===== config.mk =====
export PLATFORM = sky130hd
export DESIGN_NAME = mse_seq
export DESIGN_NICKNAME = d
export VERILOG_FILES = /design/src/rtl/core/mse_pkg.sv /design/src/rtl/core/mse_seq.sv
export SDC_FILE = /design/constraint.sdc
export NUM_CORES = 1
export LEC_CHECK = 0
export BUFFER_PORTS_ARGS = -buffer_cell sky130_fd_sc_hd__buf_2
export CAP_MARGIN = 20
export CORE_AREA = 2 2 39 41
export CTS_BUF_LIST = sky130_fd_sc_hd__clkbuf_8
export DETAILED_ROUTE_END_ITERATION = 6
export DIE_AREA = 0 0 41 43
export PLACE_DENSITY_LB_ADDON = 0.2
export SYNTH_ARGS = -nofsm -noshare
export SYNTH_HDL_FRONTEND = slang
export SYNTH_SLANG_ARGS = --single-unit

===== constraint.sdc =====
create_clock -name clk_i -period 2 [get_ports clk_i]
set_clock_uncertainty 0.1 [all_clocks]
set_input_delay 0.1 -clock clk_i [delete_from_list [all_inputs] [get_ports clk_i]]
set_output_delay 0.1 -clock clk_i [all_outputs]
set_load 0.01 [all_outputs]

===== src/rtl/core/mse_pkg.sv =====
// shared types, constants and control program for the merge sort engine
// no dependencies; used by every module of the block but mse_mem
package mse_pkg;

  // element width of the request and result structs
  localparam int unsigned DATA_W = 32;

  // one request: element to load, flag that closes the set
  typedef struct packed {
    logic signed [DATA_W-1:0] value;
    logic                     last_item;
  } mse_req_t;

  // one result: next sorted element with its flags
  typedef struct packed {
    logic signed [DATA_W-1:0] sorted_value;
    logic                     last_out;
    logic                     overflow;
  } mse_res_t;

  // datapath operations selected by the control word
  typedef enum logic [2:0] {
    OP_NOP,
    OP_LOAD,
    OP_BLK_RD,
    OP_HEAD,
    OP_MERGE,
    OP_BLK_END,
    OP_EMIT_RD,
    OP_EMIT
  } mse_op_e;

  // jump conditions
  typedef enum logic [2:0] {
    CND_ALWAYS,
    CND_LAST_ACC,
    CND_SORTED,
    CND_MERGE_DONE,
    CND_PASS_DONE,
    CND_EMIT_DONE
  } mse_cond_e;

  // program steps
  typedef enum logic [2:0] {
    ST_LOAD,
    ST_CHK,
    ST_BLK_RD,
    ST_HEAD,
    ST_MERGE,
    ST_BLK_END,
    ST_EMIT_RD,
    ST_EMIT
  } mse_step_e;

  // one control word
  typedef struct packed {
    mse_op_e   op;
    logic      busy;
    mse_cond_e cond;
    mse_step_e jmp_t;
    mse_step_e jmp_f;
  } mse_uword_t;

  // datapath status seen by the sequencer
  typedef struct packed {
    logic last_acc;
    logic sorted;
    logic merge_done;
    logic pass_done;
    logic emit_done;
  } mse_stat_t;

  // control program: load, bottom-up merge passes ping-ponging between two buffers, emit
  function automatic mse_uword_t mse_ucode(input mse_step_e step);
    mse_uword_t uw;
    unique case (step)
      ST_LOAD:    uw = '{OP_LOAD,    1'b0, CND_LAST_ACC,   ST_CHK,     ST_LOAD};
      ST_CHK:     uw = '{OP_NOP,     1'b1, CND_SORTED,     ST_EMIT_RD, ST_BLK_RD};
      ST_BLK_RD:  uw = '{OP_BLK_RD,  1'b1, CND_ALWAYS,     ST_HEAD,    ST_HEAD};
      ST_HEAD:    uw = '{OP_HEAD,    1'b1, CND_ALWAYS,     ST_MERGE,   ST_MERGE};
      ST_MERGE:   uw = '{OP_MERGE,   1'b1, CND_MERGE_DONE, ST_BLK_END, ST_MERGE};
      ST_BLK_END: uw = '{OP_BLK_END, 1'b1, CND_PASS_DONE,  ST_CHK,     ST_BLK_RD};
      ST_EMIT_RD: uw = '{OP_EMIT_RD, 1'b1, CND_ALWAYS,     ST_EMIT,    ST_EMIT};
      ST_EMIT:    uw = '{OP_EMIT,    1'b1, CND_EMIT_DONE,  ST_LOAD,    ST_EMIT};
      default:    uw = '{OP_NOP,     1'b0, CND_ALWAYS,     ST_LOAD,    ST_LOAD};
    endcase
    return uw;
  endfunction

endpackage


===== src/rtl/core/mse_seq.sv =====
// microcode sequencer: step register, control store lookup, conditional jump
// depends on mse_pkg
module mse_seq (
  input  logic                clk_i,
  input  logic                rst_ni,
  input  mse_pkg::mse_stat_t  stat_i,
  output mse_pkg::mse_uword_t uw_o
);
  import mse_pkg::*;

  mse_step_e  step_q, step_d;
  mse_uword_t uw;
  logic       hit;

  // step register
  always_ff @(posedge clk_i or negedge rst_ni) begin
    if (!rst_ni) begin
      step_q <= ST_LOAD;
    end else begin
      step_q <= step_d;
    end
  end

  // control store and jump selection
  always_comb begin
    uw = mse_ucode(step_q);
    unique case (uw.cond)
      CND_ALWAYS:     hit = 1'b1;
      CND_LAST_ACC:   hit = stat_i.last_acc;
      CND_SORTED:     hit = stat_i.sorted;
      CND_MERGE_DONE: hit = stat_i.merge_done;
      CND_PASS_DONE:  hit = stat_i.pass_done;
      CND_EMIT_DONE:  hit = stat_i.emit_done;
      default:        hit = 1'b1;
    endcase
    step_d = hit ? uw.jmp_t : uw.jmp_f;
  end

  assign uw_o = uw;

endmodule


Word level (Yosys, flattened, before mapping)

Memories as Yosys holds them, arrays and structs flattened.
Index checks and enable logic that the tools add are counted.

Bits in registers: 3
Memories: 1
Bits in read-only memories: 104

Memory list:

| memory           | depth | bits a word | rd ports | clocked after memory_dff | write ports | line          | RTL |
|---|---|---|---|---|---|---|---|
| (name not given) | 8     | 13          | 1        | 0                        | 0           | mse_pkg.sv:76 | `unique case (step)` |

Equality and inequality tests: 5
Muxes and demuxes: 2

Operators by type and width:

| kind               | count |
|---|---|
| $eq 3x2->1 const B | 2 |
| $eq 3x3->1 const B | 2 |
| $pmux 1 s5         | 1 |
| $eq 3x1->1 const B | 1 |
| $mux 3             | 1 |

Longest topological paths before layout

An unclocked memory read counts as a cell.

Depth in word-level cells: 4
Gate-level depth with buffers: 7
Depth with buffers taken out: 7

Worst setup path after synthesis

Ideal clock, no wire load.

Path type: flip-flop to flip-flop
From: reg step_q[0]
To: reg step_q[0]
Slack: -0.150 ns
Stages on the path, launching flop included: 8
Period minus slack after synthesis: 2.150 ns
Data required time: 1.775 ns
Library setup time: 0.125 ns
Arrival time: 1.924 ns
Cells stage by stage: dfrtp_1 inv_1 ha_1 nor2_1 mux2_2 a32oi_1 and3_4 mux2_4

Longest elaborated chain between the ends: 4
Elaborated cells between the ends (all ways): 8
Classes of those cells: eq/ne: 5; mux: 2; memory: 1

Ends and longest elaborated chain:

| what                               | line          | RTL |
|---|---|---|
| from (decl)                        | mse_seq.sv:11 | `mse_step_e step_q, step_d;` |
| from (signal assigned)             | mse_seq.sv:20 | `step_q <= step_d;` |
| $mem_v2 8x13 (*)                   | --            |  |
| $eq 3x3->1 (tied with other cells) | mse_seq.sv:27 | `unique case (uw.cond)` |
| $pmux 1 s5                         | mse_seq.sv:27 |  |
| $mux 3 (*)                         | mse_seq.sv:36 | `step_d = hit ? uw.jmp_t : uw.jmp_f;` |
| net step_d[0]                      | mse_seq.sv:11 |  |

The timed path passes the listed nets; every way through them passes the cells marked *.

Worst setup path after layout

From: reg step_q[1]
To: reg step_q[1]

The elaborated chain is that of the path after synthesis.

==> impl_metrics.ini <==
[outcome]
status = finished clean

[critical_path]
crit_path_end_kind = flop
rr_worst_depth = 7
worstPathRequired_ns = 1.99
cp_max_fo = 7
r2r_start = step_q[1]
r2r_slack_ns = 0.003
path_class = flop to flop
worstPathArrival_ns = 1.99
r2r_end = step_q[1]
startpoint_type = flop

[global_route]
grt_overflow = 0
grt_pass1_wl_mm = 1.90
first_global_vias = 455
antenna_found_initial = 0
grt_max_degree = 10
grtUsageTotal_pct = 14.8

[clock_tree]
htree_num_levels = 1
clk_pin_slew_ns = 0.03
cts_buffers = 3
cts_tree = yes
cts_buffer_depth = 2
clock_latency_ns = 0.21
cts-root-buf = clkbuf_8
cts_sinks = 3

[drt]
wire_per_inst_microns = 12.2
vias_per_cell = 4.96
vias = 471
ant_nets = 0
drcViolationCount = 0
drt_first_pass_iters = 4
dr.first_iter.drc_count = 10
wl_mm = 1.16

[synthesis]
synth_top_area_share_pct = 16.2
ys_ff_latch = 3
syn_nets = 64
yosys.area.top_type = dfrtp_1
syn_area_sq_um = 464
yosysUniqueCellTypes = 28
avgSynthCellArea_sq_um = 9.10
synth-warning-count = 0
synthTopCellsByArea = dfrtp_1 (16%), ha_1 (16%), mux2_4 (9.7%)
synth_seq_area_share_pct = 16.2
netlist_instances = 51

[sta]
rsz0062_at_grt = yes
finalHoldViolCount = 0
finalWorstPathRequiredPeriod_ns = 2.00
clock.fmax_mhz = 501
finalCritPeriodShare_pct = 99.9
timing.max_slew.rel_slack_pct = 78.6
drv_slew = 0
setup_violations = 0
worst_pin_slew_ns = 0.321

[layout]
final_nets = 93
largest_reg_flops = 3
area_delta_synth_final_pct = 49.3
stdcell_count = 95
final_area_sq_um = 693
nFillCells = 146
regMostFlops = step_q
reg_top3 = step_q: 3 flops
antenna_cells = 0
drive_gt1_share_pct = 54.4
multi_input_area_sq_um = 375
regArea_sq_um = 76.3

[floorplanning]
core_sq_um = 1380
die_w_microns = 41
die_area_sq_um = 1760
initial_core_util_pct = 33.5
die_h_microns = 43
row_count = 14
io_pins = 20

[run]
maxCapViolCount = 0

[placement]
routabilityCongestion = 0.786
dp_hpwl_microns = 909
numPortBuffers = 19
placed_cells = 89
place_area_sq_um = 614

[hold_path]
min_path_type = primary input to async pin
[per-layer routing]
layer | global-route usage (%) | part of all wire [%] | up-vias
met5 | 0 | 0 | -
met4 | 2.00 | 0 | 0
met3 | 1.57 | 2.3 | 0
met2 | 21.6 | 49 | 6
met1 | 23.3 | 49 | 225
li1 | - | - | 240
[placed cells by master (no fill, tap or decap), drive strengths merged, types with 3 or more instances in the layout]
cell,synthesis,routed
buf,4,27
clkbuf,0,3
dfrtp,3,3
ha,6,6
inv,3,4
mux2,6,6
nor2,4,4
o21ai,3,3
[worst max-delay path: stages (launching register included)]
cell     delay (ns)
dfrtp_1        0.35
inv_2          0.07
ha_4           0.30
nor2_2         0.04
mux2_4         0.25
a32oi_2        0.22
and3_4         0.24
mux2_4         0.30
[synthesized netlist by cell type]
master     n
nand2b_1   2
a32oi_1    1
nor2_1     4
buf_6      1
dfrtp_1    3
or3b_1     1
mux2i_1    1
mux2_2     1
ha_1       6
a21boi_1   1
a21oi_1    2
buf_4      2
buf_2      1
and3_4     1
o211ai_1   1
o21ai_1    3
mux2_1     2
a2bb2oi_1  1
nor2b_1    2
nor3_1     2
a21o_1     2
and2_1     1
mux2_4     3
inv_1      3
and2_2     1
o221ai_1   1
a21boi_0   1
a32o_1     1
[per-stage QoR]
step	setup TNS, ns	setup slack [ns]	util [%]	hold slack [ns]
after floorplan	0	0.00998	-	-0.296
after global placement	-0.0555	-0.0203	44.4	-0.204
after detailed placement	-0.0412	-0.0146	44.4	-0.203
after CTS	0	0.00447	49.9	0.114
after global routing	-0.150	-0.0543	50.1	0.117
final	0	0.00265	50.1	0.112
[kinds of logic after synthesis]
logic type	synth area share, %
buffers and inverters	9.16
multiplexers	19.1
flip-flops	16.2
adder cells (fa/ha/maj)	16.2
AND/OR/NAND/NOR	18.1
AO/OA/AOI/OAI	21.3
[timing repair]
item / CTS / global route
pin swaps: 3 / 3
hold buffers: 1 / 0
endpoints found under the hold margin: 3 / 0
resized for setup: 3 / 1
setup endpoints to repair: 3 / 3
buffers inserted: 1 / 0
[worst max-delay path by stage]
| stage | start | slack, ns | end | cells past startpoint |
|---|---|---|---|---|
| 2_1_floorplan | step_q[0] | 0.01 | step_q[0] | 7 |
| 3_3_place_gp | step_q[0] | -0.02 | step_q[1] | 6 |
| 3_5_place_dp | step_q[1] | -0.01 | step_q[1] | 7 |
| 4_1_cts | step_q[1] | 0.004 | step_q[1] | 7 |
| 5_1_grt | step_q[1] | -0.05 | step_q[1] | 7 |
| 6_report | step_q[1] | 0.003 | step_q[1] | 7 |
[layout make-up]
class	instances	share of cell area, %
sequential	3	11.0
multi-input combinational	41	54.2
inverter	3	1.62
clock inverter	1	0.542
tap	16	2.89
clock buffer	3	5.96
timing repair buffer	28	23.8
Power is left out: the tool's default activity adds up to more than one toggle a clock period on the data nets, which glitch-free logic cannot reach.
